### src/hdl/dtl_pkg.sv
`timescale 1ns / 1ps
`default_nettype none

package dtl_pkg;

  // field widths of the item and result channels
  localparam int unsigned ADDR_W  = 48;
  localparam int unsigned STR_W   = 8;
  localparam int unsigned CNT_W   = 16;
  localparam int unsigned IDX_W   = 4;
  localparam int unsigned USED_W  = 5;
  localparam int unsigned OP_W    = 2;

  // default table depth
  localparam int unsigned DEPTH_DEF = 16;

  // occurrence count saturation value
  localparam logic [CNT_W-1:0] COUNT_MAX = '1;

  typedef enum logic [OP_W-1:0] {
    OP_UPDATE = 2'd0,
    OP_READ   = 2'd1,
    OP_CLEAR  = 2'd2,
    OP_NOP    = 2'd3
  } op_e;

  // one stored table entry
  typedef struct packed {
    logic        [ADDR_W-1:0] addr;
    logic signed [STR_W-1:0]  strength;
    logic        [CNT_W-1:0]  count;
  } entry_t;

  // one result item
  typedef struct packed {
    logic                     hit;
    logic                     evicted;
    logic        [IDX_W-1:0]  entry_index;
    logic                     entry_valid;
    logic        [ADDR_W-1:0] address;
    logic signed [STR_W-1:0]  strength;
    logic        [CNT_W-1:0]  count;
    logic        [USED_W-1:0] entries_used;
  } res_t;

endpackage

`default_nettype wire

### src/hdl/dtl_in_if.sv
`timescale 1ns / 1ps
`default_nettype none

interface dtl_in_if;
  import dtl_pkg::*;

  logic                     valid;
  logic                     ready;
  logic        [OP_W-1:0]   opcode;
  logic        [ADDR_W-1:0] device_address;
  logic signed [STR_W-1:0]  signal_strength;
  logic        [IDX_W-1:0]  read_index;

  modport source (
    output valid, opcode, device_address, signal_strength, read_index,
    input  ready
  );

  modport sink (
    input  valid, opcode, device_address, signal_strength, read_index,
    output ready
  );

endinterface

`default_nettype wire

### src/hdl/dtl_out_if.sv
`timescale 1ns / 1ps
`default_nettype none

interface dtl_out_if;
  import dtl_pkg::*;

  logic                     valid;
  logic                     ready;
  logic                     hit;
  logic                     evicted;
  logic        [IDX_W-1:0]  entry_index;
  logic                     entry_valid;
  logic        [ADDR_W-1:0] address_out;
  logic signed [STR_W-1:0]  strength_out;
  logic        [CNT_W-1:0]  occurrence_count;
  logic        [USED_W-1:0] entries_used;

  modport source (
    output valid, hit, evicted, entry_index, entry_valid, address_out,
           strength_out, occurrence_count, entries_used,
    input  ready
  );

  modport sink (
    input  valid, hit, evicted, entry_index, entry_valid, address_out,
           strength_out, occurrence_count, entries_used,
    output ready
  );

endinterface

`default_nettype wire

### src/hdl/device_table_lfu_update.sv
// update: the filled entries are walked one per cycle through the registered read port;
//   the entry is then written back and the result loaded into the output register
// read uses the registered read port, clear does not; one item in flight at a time
// next input transfer is taken in the cycle after the result is loaded;
//   an untaken result holds the sequencer
// reset clears the fill level and all control state; table memory is not cleared
`timescale 1ns / 1ps
`default_nettype none

module device_table_lfu_update #(
  parameter int unsigned DEPTH = dtl_pkg::DEPTH_DEF
) (
  input  wire logic clk_i,
  input  wire logic rst_ni,
  dtl_in_if.sink    in_i,
  dtl_out_if.source out_o
);
  import dtl_pkg::*;

  localparam int unsigned IW = (DEPTH > 1) ? $clog2(DEPTH) : 1;
  localparam int unsigned CW = $clog2(DEPTH + 1);
  localparam logic [CW-1:0] FULL = CW'(DEPTH);

  typedef enum logic [5:0] {
    S_IDLE  = 6'b000001,
    S_SCAN  = 6'b000010,
    S_READ  = 6'b000100,
    S_RWAIT = 6'b001000,
    S_WRITE = 6'b010000,
    S_OUT   = 6'b100000
  } state_e;

  state_e                    state_q, state_d;
  op_e                       op_q, op_d;
  logic        [ADDR_W-1:0]  addr_q, addr_d;
  logic signed [STR_W-1:0]   str_q, str_d;
  logic        [IDX_W-1:0]   ridx_q, ridx_d;
  logic        [CW-1:0]      fill_q, fill_d;
  logic        [CW-1:0]      issue_q, issue_d;
  logic                      cmp_vld_q, cmp_vld_d;
  logic        [IW-1:0]      cmp_idx_q, cmp_idx_d;
  logic                      found_q, found_d;
  logic        [IW-1:0]      fidx_q, fidx_d;
  logic        [CNT_W-1:0]   fcnt_q, fcnt_d;
  logic        [CNT_W-1:0]   min_q, min_d;
  logic        [IW-1:0]      minidx_q, minidx_d;
  res_t                      res_q, res_d;
  res_t                      out_q, out_d;
  logic                      out_valid_q, out_valid_d;

  // table memory, one write and one registered read port
  entry_t                    mem_q [DEPTH];
  entry_t                    rdata_q;
  logic                      mem_we;
  logic        [IW-1:0]      wr_idx;
  entry_t                    wr_data;
  logic                      rd_en;
  logic        [IW-1:0]      rd_addr;

  logic                      full;
  logic        [CNT_W-1:0]   new_cnt;

  assign full    = (fill_q == FULL);
  assign new_cnt = (fcnt_q == COUNT_MAX) ? fcnt_q : fcnt_q + CNT_W'(1);

  always_ff @(posedge clk_i) begin
    if (mem_we) begin
      mem_q[wr_idx] <= wr_data;
    end
  end

  always_ff @(posedge clk_i) begin
    if (rd_en) begin
      rdata_q <= mem_q[rd_addr];
    end
  end

  // sequencer
  always_comb begin
    state_d     = state_q;
    op_d        = op_q;
    addr_d      = addr_q;
    str_d       = str_q;
    ridx_d      = ridx_q;
    fill_d      = fill_q;
    issue_d     = issue_q;
    cmp_vld_d   = cmp_vld_q;
    cmp_idx_d   = cmp_idx_q;
    found_d     = found_q;
    fidx_d      = fidx_q;
    fcnt_d      = fcnt_q;
    min_d       = min_q;
    minidx_d    = minidx_q;
    res_d       = res_q;
    out_d       = out_q;
    out_valid_d = out_valid_q && !out_o.ready;
    mem_we      = 1'b0;
    wr_idx      = fidx_q;
    wr_data     = '{addr: addr_q, strength: str_q, count: new_cnt};
    rd_en       = 1'b0;
    rd_addr     = IW'(issue_q);

    unique case (state_q)
      S_IDLE: begin
        if (in_i.valid) begin
          op_d   = op_e'(in_i.opcode);
          addr_d = in_i.device_address;
          str_d  = in_i.signal_strength;
          ridx_d = in_i.read_index;
          unique case (op_e'(in_i.opcode))
            OP_UPDATE: begin
              issue_d   = '0;
              cmp_vld_d = 1'b0;
              found_d   = 1'b0;
              state_d   = S_SCAN;
            end
            OP_READ: begin
              state_d = S_READ;
            end
            OP_CLEAR: begin
              fill_d  = '0;
              res_d   = '0;
              state_d = S_OUT;
            end
            default: begin
              res_d              = '0;
              res_d.entries_used = USED_W'(fill_q);
              state_d            = S_OUT;
            end
          endcase
        end
      end

      // walk filled entries: first address match and lowest-index minimum count
      S_SCAN: begin
        if (issue_q != fill_q) begin
          rd_en     = 1'b1;
          issue_d   = issue_q + CW'(1);
          cmp_vld_d = 1'b1;
          cmp_idx_d = IW'(issue_q);
        end else begin
          cmp_vld_d = 1'b0;
        end
        if (cmp_vld_q) begin
          if (!found_q && rdata_q.addr == addr_q) begin
            found_d = 1'b1;
            fidx_d  = cmp_idx_q;
            fcnt_d  = rdata_q.count;
          end
          if (cmp_idx_q == '0 || rdata_q.count < min_q) begin
            min_d    = rdata_q.count;
            minidx_d = cmp_idx_q;
          end
        end
        if (issue_q == fill_q && !cmp_vld_q) begin
          state_d = S_WRITE;
        end
      end

      // write back the hit, the new device or the replaced entry
      S_WRITE: begin
        mem_we = 1'b1;
        if (found_q) begin
          wr_idx  = fidx_q;
          wr_data = '{addr: addr_q, strength: str_q, count: new_cnt};
        end else begin
          wr_idx  = full ? minidx_q : IW'(fill_q);
          wr_data = '{addr: addr_q, strength: str_q, count: CNT_W'(1)};
          if (!full) begin
            fill_d = fill_q + CW'(1);
          end
        end
        res_d.hit          = found_q;
        res_d.evicted      = !found_q && full;
        res_d.entry_index  = IDX_W'(wr_idx);
        res_d.entry_valid  = 1'b1;
        res_d.address      = wr_data.addr;
        res_d.strength     = wr_data.strength;
        res_d.count        = wr_data.count;
        res_d.entries_used = USED_W'(fill_d);
        state_d            = S_OUT;
      end

      S_READ: begin
        rd_en   = 1'b1;
        rd_addr = IW'(ridx_q);
        state_d = S_RWAIT;
      end

      // entry is returned only when it lies below the fill level
      S_RWAIT: begin
        res_d              = '0;
        res_d.entry_index  = ridx_q;
        res_d.entries_used = USED_W'(fill_q);
        if (32'(ridx_q) < 32'(fill_q)) begin
          res_d.entry_valid = 1'b1;
          res_d.address     = rdata_q.addr;
          res_d.strength    = rdata_q.strength;
          res_d.count       = rdata_q.count;
        end
        state_d = S_OUT;
      end

      // load the output register once the previous result has been taken
      S_OUT: begin
        if (!out_valid_q || out_o.ready) begin
          out_valid_d = 1'b1;
          out_d       = res_q;
          state_d     = S_IDLE;
        end
      end

      default: begin
        state_d = S_IDLE;
      end
    endcase
  end

  always_ff @(posedge clk_i or negedge rst_ni) begin
    if (!rst_ni) begin
      state_q     <= S_IDLE;
      op_q        <= OP_NOP;
      fill_q      <= '0;
      issue_q     <= '0;
      cmp_vld_q   <= 1'b0;
      found_q     <= 1'b0;
      out_valid_q <= 1'b0;
    end else begin
      state_q     <= state_d;
      op_q        <= op_d;
      fill_q      <= fill_d;
      issue_q     <= issue_d;
      cmp_vld_q   <= cmp_vld_d;
      found_q     <= found_d;
      out_valid_q <= out_valid_d;
    end
  end

  // payload registers
  always_ff @(posedge clk_i) begin
    addr_q    <= addr_d;
    str_q     <= str_d;
    ridx_q    <= ridx_d;
    cmp_idx_q <= cmp_idx_d;
    fidx_q    <= fidx_d;
    fcnt_q    <= fcnt_d;
    min_q     <= min_d;
    minidx_q  <= minidx_d;
    res_q     <= res_d;
    out_q     <= out_d;
  end

  // channel ports
  assign in_i.ready             = (state_q == S_IDLE);
  assign out_o.valid            = out_valid_q;
  assign out_o.hit              = out_q.hit;
  assign out_o.evicted          = out_q.evicted;
  assign out_o.entry_index      = out_q.entry_index;
  assign out_o.entry_valid      = out_q.entry_valid;
  assign out_o.address_out      = out_q.address;
  assign out_o.strength_out     = out_q.strength;
  assign out_o.occurrence_count = out_q.count;
  assign out_o.entries_used     = out_q.entries_used;

endmodule

`default_nettype wire
### src/flat_wrapper.sv
// flat-port wrapper written by rule: the top's interface ports become plain ports
module device_table_lfu_update_flat import dtl_pkg::*;
#(
  parameter int unsigned DEPTH = dtl_pkg::DEPTH_DEF
)
  (clk_i, rst_ni, in_i_valid, in_i_opcode, in_i_device_address, in_i_signal_strength, in_i_read_index, in_i_ready, out_o_valid, out_o_hit, out_o_evicted, out_o_entry_index, out_o_entry_valid, out_o_address_out, out_o_strength_out, out_o_occurrence_count, out_o_entries_used, out_o_ready);
  dtl_in_if in_i_i ();
  dtl_out_if out_o_i ();
  input  wire logic clk_i;
  input  wire logic rst_ni;
  input wire logic [$bits(in_i_i.valid)-1:0] in_i_valid;
  input wire logic [$bits(in_i_i.opcode)-1:0] in_i_opcode;
  input wire logic [$bits(in_i_i.device_address)-1:0] in_i_device_address;
  input wire logic [$bits(in_i_i.signal_strength)-1:0] in_i_signal_strength;
  input wire logic [$bits(in_i_i.read_index)-1:0] in_i_read_index;
  output wire logic [$bits(in_i_i.ready)-1:0] in_i_ready;
  output wire logic [$bits(out_o_i.valid)-1:0] out_o_valid;
  output wire logic [$bits(out_o_i.hit)-1:0] out_o_hit;
  output wire logic [$bits(out_o_i.evicted)-1:0] out_o_evicted;
  output wire logic [$bits(out_o_i.entry_index)-1:0] out_o_entry_index;
  output wire logic [$bits(out_o_i.entry_valid)-1:0] out_o_entry_valid;
  output wire logic [$bits(out_o_i.address_out)-1:0] out_o_address_out;
  output wire logic [$bits(out_o_i.strength_out)-1:0] out_o_strength_out;
  output wire logic [$bits(out_o_i.occurrence_count)-1:0] out_o_occurrence_count;
  output wire logic [$bits(out_o_i.entries_used)-1:0] out_o_entries_used;
  input wire logic [$bits(out_o_i.ready)-1:0] out_o_ready;
  assign in_i_i.valid = in_i_valid;
  assign in_i_i.opcode = in_i_opcode;
  assign in_i_i.device_address = in_i_device_address;
  assign in_i_i.signal_strength = in_i_signal_strength;
  assign in_i_i.read_index = in_i_read_index;
  assign in_i_ready = in_i_i.ready;
  assign out_o_valid = out_o_i.valid;
  assign out_o_hit = out_o_i.hit;
  assign out_o_evicted = out_o_i.evicted;
  assign out_o_entry_index = out_o_i.entry_index;
  assign out_o_entry_valid = out_o_i.entry_valid;
  assign out_o_address_out = out_o_i.address_out;
  assign out_o_strength_out = out_o_i.strength_out;
  assign out_o_occurrence_count = out_o_i.occurrence_count;
  assign out_o_entries_used = out_o_i.entries_used;
  assign out_o_i.ready = out_o_ready;
  device_table_lfu_update #(.DEPTH(DEPTH)) u_core (.clk_i(clk_i), .rst_ni(rst_ni), .in_i(in_i_i), .out_o(out_o_i));
endmodule
### config.mk
export PLATFORM = sky130hd
export DESIGN_NAME = device_table_lfu_update_flat
export DESIGN_NICKNAME = d
export VERILOG_FILES = /design/src/hdl/dtl_pkg.sv /design/src/hdl/dtl_in_if.sv /design/src/hdl/dtl_out_if.sv /design/src/hdl/device_table_lfu_update.sv /design/src/flat_wrapper.sv
export SDC_FILE = /design/constraint.sdc
export NUM_CORES = 2
export LEC_CHECK = 0
export ABC_CLOCK_PERIOD_IN_PS = 11920
export BUFFER_PORTS_ARGS = -buffer_cell sky130_fd_sc_hd__buf_2
export CORE_MARGIN = 2
export CORE_UTILIZATION = 40
export DETAILED_ROUTE_END_ITERATION = 16
export SYNTH_ARGS = -nofsm -noshare
export SYNTH_HDL_FRONTEND = slang
export SYNTH_SLANG_ARGS = --single-unit
### constraint.sdc
create_clock -name clk_i -period 11.92 [get_ports clk_i]
set_clock_uncertainty 0.2 [all_clocks]
set_input_delay 1.192 -clock clk_i [delete_from_list [all_inputs] [get_ports clk_i]]
set_output_delay 1.192 -clock clk_i [all_outputs]
set_load 0.01 [all_outputs]
==> implementation parameters <==
Parameter                              Value

Clock tree
  Clock slew at reported path FFs ... about 0.060 ns
  Clock Path Buffers ... 3
  Setup bufs post-CTS ... 0
  Hold buffers post-CTS ... 0
  Clock Sink Count ... approximately 1500
  H-tree depth reported by CTS ... 4
  Skew-Pair Late Insertion Delay ... 0.79 ns
  TritonCTS clock tree ... yes
  Cells resized by post-CTS repair ... 0
  Root Buffer Master ... clkbuf_16
  Number of CTS-inserted buffers ... between 150 and 200

Floorplanning
  Floorplan die area ... approximately 150000 um2
  Rows ... about 140
  Placeable core region ... roughly 140000 um2
  Die Y ... between 300 and 400 um
  I/O Pins ... 152
  Initial core utilization ... 40.4%
  Die Width ... roughly 390 um

Drt
  Routed length per instance ... about 28 um
  Count of nets left with antenna violations after detail routing ... 0
  First drt pass iteration count ... 5
  Via-per-instance ratio ... 5.74
  Drt initial violations ... 3678
  Total Routed Length ... roughly 150000 um
  Total DRC errors in the routed layout ... 0
  Total via count after detailed routing ... ~31000

Setup path
  CP max stage delay ... approximately 0.87 ns
  Critical path required time ... between 10 and 15 ns
  Critical register-to-register path endpoint ... u_core.rdata_q[4]
  Total buffers and inverters traversed by the critical path ... 3
  Largest delay share family, worst path ... buffers and inverters
  Critical path startpoint category ... flop
  CP endpoint kind ... flop
  Highest-delay cell along the critical path ... buf_4
  Crit path cell chain ... or4_1 -> o21ai_4 -> buf_4 -> and2_4 -> buf_12 -> buf_4 -> mux4_2 -> a22oi_1 -> o21ai_1
  Data arrival at the endpoint of the critical path ... 6.35 ns
  Slack of the worst reg-to-reg path ... 5.89 ns
  Critical path start-end classification ... flop to flop
  Crit Reg-Reg Startpoint ... u_core.state_q[5]
  Most prevalent standard cell on the critical path ... buf_4
  Largest fanout on the critical path ... roughly 120
  Worst R2R Path Depth ... 9

Global routing
  Initial antenna violation count ... 3
  Wire length of the first global-routing pass ... roughly 210000 um
  Vias in the first global route ... approximately 30000
  Tot GR Track Use ... between 20 and 25%
  Maximum number of pins on one net before global-route repair ... between 100 and 150
  Aggregate global routing overflow ... 0

Synthesis
  Cell area after technology mapping ... 58100 um2
  Cell types with the highest counts after synthesis ... 1496 x edfxtp_1, 194 x nand2_1, 135 x mux4_2, 122 x mux2i_1, 114 x clkbuf_1
  Proportion of synthesized chip area in sequential cells ... 78.1%
  Count leader, synth ... edfxtp_1
  Cell count after synthesis ... ~3100
  Warning count from the yosys run ... 0
  Synth top area share ... approximately 77%
  Count of flip-flops with a built-in enable after synthesis ... between 1000 and 1500
  Primary flip-flop cell chosen by synthesis mapping ... edfxtp_1
  Async set-or-reset flop fraction in the synthesized netlist ... under 10%
  Synthesized netlist net count ... between 3000 and 4000
  Distinct cells, synth ... 69
  FF+latch count, synth ... around 1500
  Average cell area after synthesis ... roughly 19 um2
  Synth area leaders ... edfxtp_1 77%, mux4_2 5.2%, mux2i_1 2.1%
  Most area-hungry cell type in the Yosys netlist ... edfxtp_1

Finish
  Number of nets in the finished design ... between 3000 and 4000
  Number of non-filler instances in the completed layout ... approximately 5400
  Final instance area ... 66000 um2
  Reg area ... about 45000 um2
  Layout filler cell count ... ~12000
  Core occupancy in the finished layout ... between 40% and 50%
  Area grow syn2layout ... 13.5%
  Layout cells sized above 1 ... a little under 20%
  Area taken by multi-input logic gates ... between 10000 and 15000 um2

Pwr
  Overall power ... 13.2 mW
  Leakage power total ... 21.3 nW
  Worst-case vdd ir drop ... ~0.00017 V
  Power density of the placed cells ... around 200 nW/um2

Placement
  Placed instance area ... 61300 um2
  Number of buffers added on ports ... between 150 and 200
  Worst slack at placement ... approximately 5.8 ns
  Post-placement cell count ... 5088
  Placer congestion estimate ... roughly 0.81
  Post-detail-place hpwl ... 79400 um

STA
  Max-slew headroom ... between 10% and 20%
  Achievable clock frequency ... 166 MHz
  Final TNS setup ... 0 ns
  Endpoints failing hold ... 0
  Worst Setup Slack, final ... between 5 and 6 ns
  Slew at the pin closest to its max-slew limit ... 1.28 ns
  Final clock period utilization by the worst path ... about half
  Worst hold margin ... between 0.15 and 0.2 ns
  Number of endpoints failing setup at the final stage ... 0
  RSZ-0062 raised after global routing ... false
  Max Slew Vio Count ... 0
  Final period demand of the worst path ... 6.03 ns

Run
  Max-cap viol count ... 0

Worst hold path
  Hold WC Path Type ... input port to async pin

Outcome
  Outcome ... completed
flip-flops by register name, indices dropped and copies added, names as in the netlist, 16 cells and up:
name	flops
u_core.addr_q	48
u_core.fcnt_q	16
u_core.mem_q	1152
u_core.min_q	16
u_core.out_o.address_out	48
u_core.out_o.occurrence_count	16
u_core.rdata_q	72
u_core.res_q	84
worst max-delay path by stage:
| stage | startpoint | to | cells after the start | slack, ns |
|---|---|---|---|---|
| floorplan | in_i_valid | u_core.res_q[0] | 2 | 3.88 |
| global placement | u_core.state_q[5] | u_core.rdata_q[20] | 9 | 5.85 |
| detailed placement | u_core.state_q[5] | u_core.rdata_q[4] | 9 | 5.75 |
| CTS | u_core.state_q[5] | u_core.rdata_q[4] | 9 | 5.72 |
| global route | u_core.state_q[5] | u_core.rdata_q[18] | 9 | 5.46 |
| finish | u_core.state_q[5] | u_core.rdata_q[4] | 9 | 5.89 |
power by group:
part | switching, mW | internal (mW) | total [mW]
registers | 0.217 | 6.15 | 6.37
clock network | 2.00 | 2.52 | 4.53
logic | 1.38 | 0.886 | 2.27
area by class of cell:
type / instances / share of cell area, %
diodes: 2 / 0.00759
clock buffers: 200 / 6.23
clock inverters: 70 / 0.806
inverters: 34 / 0.197
multi-input cells: 1411 / 18.3
flip-flops and latches: 1515 / 68.8
well taps: 1903 / 3.61
repair buffers: 225 / 2.01
cell families (layout without fill, tap and decap cells):
| group | after synthesis | in the layout | synth area share [%] |
|---|---|---|---|
| flip-flops | 1515 | 1515 | 78.1 |
| AND/OR/NAND/NOR | 484 | 484 | 4.00 |
| AO/OA/AOI/OAI | 564 | 564 | 7.01 |
| other | 0 | 2 | 0 |
| multiplexers | 276 | 276 | 7.70 |
| buffers and inverters | 209 | 529 | 1.73 |
| XOR/XNOR | 65 | 65 | 0.979 |
| adder cells (fa/ha/maj) | 22 | 22 | 0.474 |
cell usage in the layout (no fill, tap or decap), types with 8 or more instances in the layout:
| cell | Yosys | layout |
|---|---|---|
| a2111oi_0 | 22 | 22 |
| a211oi_1 | 55 | 55 |
| a21o_1 | 16 | 16 |
| a21oi_1 | 83 | 80 |
| a221o_1 | 49 | 49 |
| a221oi_1 | 11 | 11 |
| a22o_1 | 57 | 57 |
| a22oi_1 | 47 | 47 |
| a31o_2 | 48 | 48 |
| and3_1 | 58 | 58 |
| buf_2 | 21 | 151 |
| buf_4 | 5 | 73 |
| clkbuf_1 | 114 | 41 |
| clkbuf_16 | 0 | 157 |
| clkinv_1 | 0 | 35 |
| clkinv_2 | 0 | 14 |
| dfrtp_1 | 18 | 18 |
| edfxtp_1 | 1496 | 1496 |
| ha_1 | 22 | 22 |
| inv_1 | 34 | 33 |
| inv_6 | 0 | 8 |
| mux2_2 | 12 | 12 |
| mux2i_1 | 122 | 122 |
| mux4_2 | 135 | 135 |
| nand2_1 | 194 | 189 |
| nand3_1 | 92 | 90 |
| nand4_1 | 20 | 20 |
| nor2_1 | 56 | 40 |
| nor2_4 | 0 | 16 |
| nor3_1 | 9 | 8 |
| nor4_1 | 14 | 13 |
| o21ai_0 | 77 | 76 |
| o21ai_1 | 47 | 46 |
| o2bb2ai_1 | 14 | 14 |
| xnor2_1 | 30 | 30 |
| xor2_1 | 35 | 35 |
layer usage:
layer / part of all wire, % / track usage [%]
met5: 0 / 0
met1: 42 / 28.4
met3: 8.3 / 4.35
met2: 47 / 31.8
met4: 2.4 / 5.63
worst register-to-register path: cells and delay by family (launching register included):
family | cells | cell delay (ns)
flip-flops | 1 | 0.48
AO/OA/AOI/OAI | 3 | 0.54
AND/OR/NAND/NOR | 2 | 1.61
buffers and inverters | 3 | 2.31
multiplexers | 1 | 0.62
Power figures use the tool's default switching activity.
